[config.mk]
export PLATFORM = sky130hd
export DESIGN_NAME = argb_to_rgb565_alpha_plane
export DESIGN_NICKNAME = d
export VERILOG_FILES = /design/src/sv/a2r_pkg.sv /design/src/sv/a2r_dither.sv /design/src/sv/a2r_lane.sv /design/src/sv/argb_to_rgb565_alpha_plane.sv
export SDC_FILE = /design/constraint.sdc
export NUM_CORES = 1
export LEC_CHECK = 0
export BUFFER_PORTS_ARGS = -buffer_cell sky130_fd_sc_hd__buf_2
export CAP_MARGIN = 25
export CELL_PAD_IN_SITES_DETAIL_PLACEMENT = 0
export CELL_PAD_IN_SITES_GLOBAL_PLACEMENT = 2
export CORE_ASPECT_RATIO = 1.5
export CORE_MARGIN = 2
export CORE_UTILIZATION = 28
export CTS_CLUSTER_DIAMETER = 50
export CTS_CLUSTER_SIZE = 24
export DETAILED_ROUTE_END_ITERATION = 6
export GPL_ROUTABILITY_DRIVEN = 0
export HOLD_SLACK_MARGIN = 0.03
export PLACE_DENSITY = 0.73
export RECOVER_POWER = 25
export SETUP_SLACK_MARGIN = 0.2
export SLEW_MARGIN = 20
export SYNTH_ARGS = -nofsm -noshare
export SYNTH_HDL_FRONTEND = slang
export SYNTH_SLANG_ARGS = --single-unit
[constraint.sdc]
create_clock -name clk -period 6.45 [get_ports clk]
set_input_delay 0 -clock clk [delete_from_list [all_inputs] [get_ports clk]]
set_output_delay 0 -clock clk [all_outputs]
set_load 0.02 [all_outputs]
[src/sv/a2r_pkg.sv]
`timescale 1ns / 1ps
// ----------------------------------------------------------------------------
// a2r_pkg
// Types and constants shared by the ARGB to RGB565 alpha plane converter.
// ----------------------------------------------------------------------------
package a2r_pkg;

  typedef enum logic [1:0] {
    FMT_4444 = 2'd0,
    FMT_1555 = 2'd1,
    FMT_8888 = 2'd2
  } fmt_t;

  localparam logic [1:0] CFG_IDX_FORMAT = 2'd0;
  localparam logic [1:0] CFG_IDX_DITHER = 2'd1;

  localparam logic [31:0] GEN_ADD = 32'h8765_4321;

  // Per-transaction control that every lane sees.
  typedef struct packed {
    fmt_t fmt;
    logic dith_en;
    logic opaque_pair;
  } lane_ctrl_t;

endpackage

[src/sv/a2r_dither.sv]
`timescale 1ns / 1ps
// ----------------------------------------------------------------------------
// a2r_dither
// Rotate-xor-add dither generator; supplies the values for both lanes.
// ----------------------------------------------------------------------------
module a2r_dither import a2r_pkg::*; (
  input  logic        clk,
  input  logic        rst_n,
  input  logic        step_i,
  input  logic        clear_i,
  input  logic        adv_i,
  output logic [31:0] z0_o,
  output logic [31:0] z1_o
);

  logic [31:0] seed_r;
  logic [31:0] seed_nxt;
  logic [31:0] seed_eff;

  function automatic logic [31:0] gen_next(input logic [31:0] z);
    logic [31:0] t;
    t = z ^ {z[18:0], z[31:19]};
    return t + GEN_ADD;
  endfunction

  assign seed_eff = clear_i ? 32'd0 : seed_r;
  assign z0_o     = gen_next(seed_eff);
  assign z1_o     = gen_next(z0_o);

  always_comb begin
    seed_nxt = seed_r;
    if (step_i) begin
      seed_nxt = adv_i ? z1_o : seed_eff;
    end
  end

  always_ff @(posedge clk) begin
    if (!rst_n) begin
      seed_r <= '0;
    end else begin
      seed_r <= seed_nxt;
    end
  end

endmodule

[src/sv/a2r_lane.sv]
`timescale 1ns / 1ps
// ----------------------------------------------------------------------------
// a2r_lane
// Converts one source pixel into RGB565 and a 3-bit alpha.
// ----------------------------------------------------------------------------
module a2r_lane import a2r_pkg::*; (
  input  lane_ctrl_t  ctrl_i,
  input  logic [15:0] pix16_i,
  input  logic [31:0] pix32_i,
  input  logic [4:0]  z_i,
  output logic [15:0] rgb_o,
  output logic [2:0]  alpha_o
);

  logic [7:0] a8;
  logic [7:0] s;
  logic [2:0] dith_alpha;

  // Alpha scaled to 7/8; the low five bits decide the round-up against the dither.
  assign a8         = pix32_i[31:24];
  assign s          = a8 - {3'b000, a8[7:3]};
  assign dith_alpha = s[7:5] + {2'b00, (z_i < s[4:0])};

  always_comb begin
    rgb_o   = '0;
    alpha_o = '0;
    unique case (ctrl_i.fmt)
      FMT_4444: begin
        rgb_o   = {pix16_i[11:8], pix16_i[11], pix16_i[7:4], pix16_i[7:6],
                   pix16_i[3:0], pix16_i[3]};
        alpha_o = pix16_i[15:13];
      end
      FMT_1555: begin
        rgb_o   = {pix16_i[14:10], pix16_i[9:5], pix16_i[5], pix16_i[4:0]};
        alpha_o = {3{pix16_i[15]}};
      end
      FMT_8888: begin
        rgb_o = {pix32_i[23:19], pix32_i[15:10], pix32_i[7:3]};
        if (!ctrl_i.dith_en) begin
          alpha_o = pix32_i[31:29];
        end else if (ctrl_i.opaque_pair) begin
          alpha_o = 3'd7;
        end else begin
          alpha_o = dith_alpha;
        end
      end
      default: begin
        rgb_o   = '0;
        alpha_o = '0;
      end
    endcase
  end

endmodule

[src/sv/argb_to_rgb565_alpha_plane.sv]
`timescale 1ns / 1ps
// Each result is registered and appears on the output in the cycle after its input
// is accepted. Throughput: one pixel pair per cycle while the output is not stalled,
// limited by the dither seed loop, which advances two generator steps combinationally.
// Reset (rst_n low, synchronous): output empty, format ARGB8888, dither on,
// dither seed zero. No clearing pass is needed.
// ----------------------------------------------------------------------------
// argb_to_rgb565_alpha_plane
// Two conversion lanes, a shared dither generator and a merging output register.
// ----------------------------------------------------------------------------
module argb_to_rgb565_alpha_plane import a2r_pkg::*; (
  input  logic        clk,
  input  logic        rst_n,
  input  logic        in_tvalid,
  output logic        in_tready,
  input  logic [63:0] in_tdata,   // [31:0] pixel_word_a, [63:32] pixel_word_b
  input  logic        in_tuser,   // [0] region_start
  output logic        out_tvalid,
  input  logic        out_tready,
  output logic [39:0] out_tdata,  // [31:0] rgb_pair, [38:32] alpha_pair, [39] zero
  input  logic        cfg_valid,
  output logic        cfg_ready,
  input  logic [1:0]  cfg_index,
  input  logic [1:0]  cfg_data
);

  fmt_t        fmt_r;
  logic        dith_en_r;
  logic        out_valid_r;
  logic        out_valid_nxt;
  logic [31:0] rgb_r;
  logic [6:0]  alpha_r;

  logic        in_acc;
  logic [31:0] word_a;
  logic [31:0] word_b;
  lane_ctrl_t  ctrl;
  logic [31:0] z0;
  logic [31:0] z1;
  logic [15:0] rgb0;
  logic [15:0] rgb1;
  logic [2:0]  alpha0;
  logic [2:0]  alpha1;

  assign word_a    = in_tdata[31:0];
  assign word_b    = in_tdata[63:32];
  assign in_tready = !out_valid_r || out_tready;
  assign in_acc    = in_tvalid && in_tready;
  assign cfg_ready = 1'b1;

  always_ff @(posedge clk) begin
    if (!rst_n) begin
      fmt_r     <= FMT_8888;
      dith_en_r <= 1'b1;
    end else if (cfg_valid) begin
      if (cfg_index == CFG_IDX_FORMAT) begin
        fmt_r <= fmt_t'(cfg_data);
      end else if (cfg_index == CFG_IDX_DITHER) begin
        dith_en_r <= cfg_data[0];
      end
    end
  end

  assign ctrl.fmt         = fmt_r;
  assign ctrl.dith_en     = dith_en_r;
  assign ctrl.opaque_pair = ((word_a[31:24] & word_b[31:24]) == 8'hff);

  a2r_dither u_dither (
    .clk     (clk),
    .rst_n   (rst_n),
    .step_i  (in_acc),
    .clear_i (in_tuser),
    .adv_i   ((fmt_r == FMT_8888) && dith_en_r && !ctrl.opaque_pair),
    .z0_o    (z0),
    .z1_o    (z1)
  );

  a2r_lane u_lane0 (
    .ctrl_i  (ctrl),
    .pix16_i (word_a[15:0]),
    .pix32_i (word_a),
    .z_i     (z0[4:0]),
    .rgb_o   (rgb0),
    .alpha_o (alpha0)
  );

  a2r_lane u_lane1 (
    .ctrl_i  (ctrl),
    .pix16_i (word_a[31:16]),
    .pix32_i (word_b),
    .z_i     (z1[4:0]),
    .rgb_o   (rgb1),
    .alpha_o (alpha1)
  );

  always_comb begin
    out_valid_nxt = out_valid_r;
    if (in_acc) begin
      out_valid_nxt = 1'b1;
    end else if (out_tready) begin
      out_valid_nxt = 1'b0;
    end
  end

  always_ff @(posedge clk) begin
    if (!rst_n) begin
      out_valid_r <= 1'b0;
    end else begin
      out_valid_r <= out_valid_nxt;
    end
  end

  // Merge the lanes: first pixel in the low half and alpha bits 6:4.
  always_ff @(posedge clk) begin
    if (in_acc) begin
      rgb_r   <= {rgb1, rgb0};
      alpha_r <= {alpha0, 1'b0, alpha1};
    end
  end

  assign out_tvalid = out_valid_r;
  assign out_tdata  = {1'b0, alpha_r, rgb_r};

endmodule

After elaboration in Yosys (flattened, before gate mapping)
Index checks and enable logic that the tools add are counted.
{"block": "classes", "n_eq_ne": 4, "n_lt_le_gt_ge": 2, "n_bitwise": 4, "n_reduce_logical": 11, "addsub": 6, "n_mux": 12}
{"cell": "$pmux 16 s3", "n": 2}
{"cell": "$add 32x32->32 const B", "n": 2}
{"cell": "$mux 32", "n": 2}
{"cell": "$xor 32x32->32", "n": 2}
{"cell": "$pmux 3 s3", "n": 2}
{"cell": "$sub 8x5->8", "n": 2}
{"cell": "$mux 3", "n": 4}
{"cell": "$lt 5x5->1", "n": 2}
{"cell": "$and 8x8->8", "n": 1}
{"cell": "$eq 8x8->1 const B", "n": 1}
{"cell": "$add 3x1->3", "n": 2}
{"cell": "$eq 2x1->1 const B", "n": 2}
{"cell": "$logic_not 2->1", "n": 2}
{"cell": "$logic_and 1x1->1", "n": 3}
{"cell": "$reduce_and 3->1", "n": 1}
{"cell": "$eq 2x2->1 const B", "n": 1}
{"cell": "$logic_not 1->1", "n": 2}
{"cell": "$mux 1", "n": 2}
{"cell": "$reduce_and 2->1", "n": 1}
{"cell": "$reduce_bool 2->1", "n": 1}
{"cell": "$logic_or 1x1->1", "n": 1}
{"cell": "$not 1->1", "n": 1}
{"block": "totals", "reg_bits": 74, "in_bits": 74, "output_inout_bits": 43}

Depth between registers and ports, before layout
{"block": "logic_depth", "depth_word": 10, "depth_mapped": 26, "ltp_nobuf": 21}

Hierarchy
A second synthesis with hierarchy kept.
{"block": "unflattened", "cells_unflattened": 909, "hier_area_um2": 7601.0}
{"module": "a2r_dither", "area_each_um2": 4623.2, "seq_area_each_um2": 640.6, "cells_per_inst": 603, "instances": 1}
{"module": "a2r_lane", "area_each_um2": 793.3, "seq_area_each_um2": 0.0, "cells_per_inst": 120, "instances": 2}
{"module": "argb_to_rgb565_alpha_plane", "area_each_um2": 1391.3, "seq_area_each_um2": 1221.2, "cells_per_inst": 66, "instances": 1}

Worst setup path after synthesis
OpenSTA, ideal clock, no wires.
{"block": "synth_path", "path_type": "input to register", "from": "in in_tuser", "to": "reg alpha_r[2], data pin", "slack_ns": 1.876, "stages": 26, "arrival_time_ns": 4.306, "path_cell_list": "buf_4 > buf_4 > buf_2 > buf_1 > buf_2 > buf_1 > nor2_1 > ha_1 > nand2b_1 > nor4_4 > o21ai_2 > a22oi_1 > xnor2_1 > ha_1 > ha_1 > o21a_1 > o21a_1 > o21ai_0 > nand2b_1 > a21oi_1 > ha_1 > ha_1 > xor2_1 > xnor2_1 > o221ai_1 > o21ai_0"}
{"block": "synth_between", "elab_chain_cells": 10}
{"item": "start: declaration", "line": "argb_to_rgb565_alpha_plane.sv:17", "text": "input logic in_tuser,"}
{"item": "$mux 32", "line": "a2r_dither.sv:26", "text": "assign seed_eff = clear_i ? 32'd0 : seed_r;"}
{"item": "$xor 32x32->32", "line": "a2r_dither.sv:22", "text": "t = z ^ {z[18:0], z[31:19]};"}
{"item": "$add 32x32->32", "line": "a2r_dither.sv:23", "text": "return t + GEN_ADD;"}
{"item": "$xor 32x32->32", "line": "a2r_dither.sv:22"}
{"item": "$add 32x32->32", "line": "a2r_dither.sv:23"}
{"item": "$lt 5x5->1", "line": "a2r_lane.sv:22", "text": "assign dith_alpha = s[7:5] + {2'b00, (z_i < s[4:0])};"}
{"item": "$add 3x1->3", "line": "a2r_lane.sv:22"}
{"item": "$mux 3", "line": "a2r_lane.sv:41", "text": "end else if (ctrl_i.opaque_pair) begin"}
{"item": "$mux 3", "line": "a2r_lane.sv:39", "text": "if (!ctrl_i.dith_en) begin"}
{"item": "$pmux 3 s3", "line": "a2r_lane.sv:27", "text": "unique case (ctrl_i.fmt)"}
{"item": "named net alpha1[2]", "line": "argb_to_rgb565_alpha_plane.sv:43", "text": "logic [2:0] alpha1;"}
{"item": "end signal: assignment", "line": "argb_to_rgb565_alpha_plane.sv:117", "text": "alpha_r <= {alpha0, 1'b0, alpha1};"}
{"item": "end: declaration", "line": "argb_to_rgb565_alpha_plane.sv:32", "text": "logic [6:0] alpha_r;"}
The timed path passes the listed nets, and every way through them passes these cells.
A chain may end at the register's enable or synchronous reset.

Final worst setup path
{"block": "layout_path", "from": "reg u_dither.seed_r[0]", "to": "reg alpha_r[2], data pin"}
{"block": "layout_between", "elab_chain_cells": 10}
{"item": "start: declaration", "line": "a2r_dither.sv:16", "text": "logic [31:0] seed_r;"}
{"item": "start signal: assignment", "line": "a2r_dither.sv:41", "text": "seed_r <= seed_nxt;"}
{"item": "$mux 32", "line": "a2r_dither.sv:26"}
{"item": "$xor 32x32->32", "line": "a2r_dither.sv:22"}
{"item": "$add 32x32->32", "line": "a2r_dither.sv:23"}
{"item": "$xor 32x32->32", "line": "a2r_dither.sv:22"}
{"item": "$add 32x32->32", "line": "a2r_dither.sv:23"}
{"item": "$lt 5x5->1", "line": "a2r_lane.sv:22"}
{"item": "$add 3x1->3", "line": "a2r_lane.sv:22"}
{"item": "$mux 3", "line": "a2r_lane.sv:41"}
{"item": "$mux 3", "line": "a2r_lane.sv:39"}
{"item": "$pmux 3 s3", "line": "a2r_lane.sv:27"}
{"item": "named net alpha1[2]", "line": "argb_to_rgb565_alpha_plane.sv:43"}
The timed path passes the listed nets, and every way through them passes these cells.

==> summary.md <==
| Metric | Value |
|---|---|
| DR vias/cell | 5.19 |
| Final HPWL DP | 21200 um |
| Arr. time, crit path | 5.00 ns |
| Startpoint types | register |
| Clock buffer depth | 2 |
| DIE WIDTH | 136 um |
| Worst Skew | 0.00703 ns |
| CTS tree | built |
| Critical path's largest stage delay | 0.48 ns |
| Relative slew slack | 41.2% |
| WL per Instance | just over 20 um |
| Final setup vio count | 0 |
| Max VDD drop | about 0.18 mV |
| Family with the most delay on the worst path | compound AO/OA/AOI/OAI gates |
| Critical Path RT | 6.52 ns |
| Largest net degree at the start of global routing | 63 |
| Antenna violations before repair | 0 |
| First-pass DRT Iterations | 5 |
| Via Count | 6788 |
| Post-route total power | 4.32 mW |
| Diode count | 0 |
| Clock-pin slew of the registers on the worst-case setup and hold paths | 0.06 ns |
| # clock sinks | 74 |
| Skew-Pair Late Insertion Delay | approximately 0.35 ns |
| Post-synth EDFFs | 38 |
| Critical Path Fanout Max | 7 |
| Core Region | 25700 um^2 |
| FMAX | roughly 200 MHz |
| Flops & latches, synth | 74 |
| Synth area leaders | edfxtp_1, xnor2_1, dfxtp_1 |
| Post-CTS Setup Inserts | 0 |
| Area Overhead vs Synth | 18.2% |
| Unrepaired setup endpoints after global routing | false |
| Top cell type by total area after synthesis | edfxtp_1 |
| Tcrit/Tclk final | 76.4% |
| IO buf count | 105 |
| Total congestion overflow | 0 |
| Remaining DRCs | 0 |
| Yosys warning count | 0 |
| CTS HTree Levels | 3 |
| Remaining antenna violation count | 0 |
| Total wire length | 26400 um |
| Worst Setup Path Type | reg2reg |
| Pwr per Cell Area | about 500 nW/um^2 |
| Seq/Total Area, Yosys | ~26% |
| Syn Area/Cell | about 8.4 um^2 |
| Layout net count | 1070 |
| Max Cap Violations | 0 |
| TritonCTS Buffers | 9 |
| Die height | 201 um |
| Layout cell share with drive strength beyond 1 | 14.6% |
| Yosys cell types | 84 |
| CP max stage cell | nor4_4 |
| Top cell type's share of synthesized area | between 15 and 20% |
| CP Buf/Inv Count | 0 |
| Tightest Pin Transition | 0.883 ns |
| Crit-path cells | xnor2_1 > nor2_1 > ha_1 > nand2b_1 > nor4_4 > o21ai_2 > a22oi_1 > xnor2_1 > ha_1 > xor2_1 > ha_1 > o21a_1 > o21ai_0 > nand2b_1 > a21oi_1 > ha_1 > ha_1 > xor2_1 > xnor2_1 > o221ai_1 > o21ai_0 |
| Starting Density | 28.3% |
| Row count | between 70 and 80 |
| Post-route minimum period | 4.93 ns |
| Synth async-reset ratio | 0% |
| Post-Synthesis Cells | 866 |
| Fillers | 2784 |
| Endpoint class of the critical path | register |
| Status | completed |
| Leakage | 3.06 nW |
| Setup TNS | 0 ns |
| I/O pin cnt | between 100 and 150 |
| HP Class | in2reg |
| Number of global-route vias before repair | 7107 |
| CTS root buf | clkbuf_16 |
| Initial DRC count | 327 |
| Die ar. | 27300 um^2 |
| Mapped Area | about 7300 um^2 |
| Max-slew violations | 0 |
| Most frequent CP cell | ha_1 |
| Ys flop type | edfxtp_1 |
| GRT Total Usage | 19.9% |
| Fin. Hold Viols | 0 |
| First-pass GRT wire length | 41100 um |
-- repair_timing --
| item | 4_1_cts | 5_1_grt |
|---|---|---|
| hold endpoints to repair | 20 | 0 |
| resized for setup | 0 | 0 |
| hold buffers | 27 | 0 |
-- registers in the layout (all words and copies together), names as in the netlist --
signal,flops
alpha_r,6
fmt_r,2
dith_en_r,1
rgb_r,32
out_tvalid,1
u_dither.seed_r,32
-- worst paths after layout --
| kind | from | to | slack (ns) | cells after the start |
|---|---|---|---|---|
| setup reg to reg | u_dither.seed_r[0]$_SDFFE_PN0P_ | alpha_r[2]$_DFFE_PP_ | 1.52 | 21 |
| setup / recovery | u_dither.seed_r[0]$_SDFFE_PN0P_ | alpha_r[2]$_DFFE_PP_ | 1.52 | 21 |
| hold / removal | in_tdata[23] | rgb_r[15]$_DFFE_PP_ | 0.05 | 3 |
| hold reg to reg | u_dither.seed_r[12]$_SDFFE_PN0P_ | u_dither.seed_r[12]$_SDFFE_PN0P_ | 0.53 | 2 |
-- layout make-up --
type / count / area [um^2] / area share [%]
Clock buffer: 12 / 246 / 2.87
Clock inverter: 4 / 50.0 / 0.583
Inverter: 22 / 82.6 / 0.962
Multi-Input combinational cell: 720 / 5100 / 59.3
Sequential cell: 74 / 1860 / 21.7
Tap cell: 333 / 417 / 4.85
Timing Repair Buffer: 143 / 831 / 9.68
-- cells by family (layout without fill, tap and decap cells) --
family,count (synthesis),count (layout),synth area share (%)
other,2,3,0.103
DFF,74,74,25.6
xor gates and xnor gates,142,142,18.9
adders and majority gates,26,26,4.68
buffers and inverters,73,181,4.41
AOI/OAI and AO/OA,237,237,22.4
muxes,14,14,2.12
and+or+nand+nor,298,298,21.8
-- metrics by stage --
stage	hold WS [ns]	setup slack [ns]	util, %	instances	instance area (um^2)
2_1_floorplan	0.125	1.88	-	867	7270
3_3_place_gp	0.228	1.55	31.4	1265	8060
3_5_place_dp	0.234	1.52	31.4	1265	8060
4_1_cts	0.0309	1.48	33.6	1308	8630
5_1_grt	0.0517	1.08	33.4	1308	8590
6_report	0.0454	1.52	33.4	1308	8590
-- cells in the mapped netlist (3+ instances only) --
| master | count |
|---|---|
| edfxtp_1 | 38 |
| xnor2_1 | 96 |
| a22o_1 | 3 |
| o21bai_1 | 3 |
| nor4_4 | 3 |
| mux2i_1 | 12 |
| a21oi_1 | 57 |
| a211oi_1 | 7 |
| o21ai_0 | 69 |
| ha_1 | 24 |
| and2_1 | 10 |
| or2_2 | 8 |
| a22oi_1 | 10 |
| nor3_1 | 22 |
| clkbuf_1 | 26 |
| a31o_2 | 3 |
| a31oi_1 | 9 |
| and3_1 | 7 |
| o211ai_1 | 8 |
| nand3_1 | 20 |
| xor2_1 | 33 |
| nor2_1 | 51 |
| or3_1 | 7 |
| nand2b_1 | 7 |
| nor4_2 | 3 |
| nand2_1 | 81 |
| dfxtp_1 | 36 |
| o21a_1 | 6 |
| inv_1 | 21 |
| or4_1 | 4 |
| xnor2_2 | 8 |
| o221ai_1 | 6 |
| xnor3_1 | 5 |
| buf_2 | 12 |
| a21o_1 | 8 |
| nor2b_1 | 41 |
| nand4_1 | 12 |
| o31a_1 | 5 |
| buf_4 | 8 |
| buf_1 | 4 |
| nor4_1 | 11 |
| o21ai_2 | 3 |
| o21ai_1 | 4 |
-- power by group --
| group | switching (mW) | internal [mW] |
|---|---|---|
| sequential | 0.185 | 0.620 |
| combinational | 1.83 | 1.17 |
| clock | 0.210 | 0.311 |
| total | 2.22 | 2.10 |
-- worst register-to-register path, stage by stage (launching register included) --
cell and delay (ns):
dfxtp_1 0.45, xnor2_1 0.20, nor2_1 0.13, ha_1 0.32, nand2b_1 0.14, nor4_4 0.48, o21ai_2 0.29, a22oi_1 0.35
xnor2_1 0.19, ha_1 0.28, xor2_1 0.23, ha_1 0.26, o21a_1 0.10, o21ai_0 0.15, nand2b_1 0.07, a21oi_1 0.17
ha_1 0.17, ha_1 0.15, xor2_1 0.17, xnor2_1 0.10, o221ai_1 0.13, o21ai_0 0.12
-- routing by layer --
layer / share of wire, % / wire length (um) / global-route usage (%)
met5: 0 / 0 / 0
met4: 5.0 / 1320 / 10.3
met3: 4.5 / 1200 / 3.58
met2: 53 / 14000 / 37.4
met1: 37 / 9800 / 20.7
-- cell usage in the layout, fill, tap and decap left out, types with 33 or more instances in the layout --
cell	instances
nor2b_1	41
xor2_1	33
nand2_1	81
nor2_1	51
edfxtp_1	38
xnor2_1	96
o21ai_0	68
buf_2	67
a21oi_1	57
clkbuf_1	40
dfxtp_1	34
No activity file was read; power rests on OpenSTA's default activity.
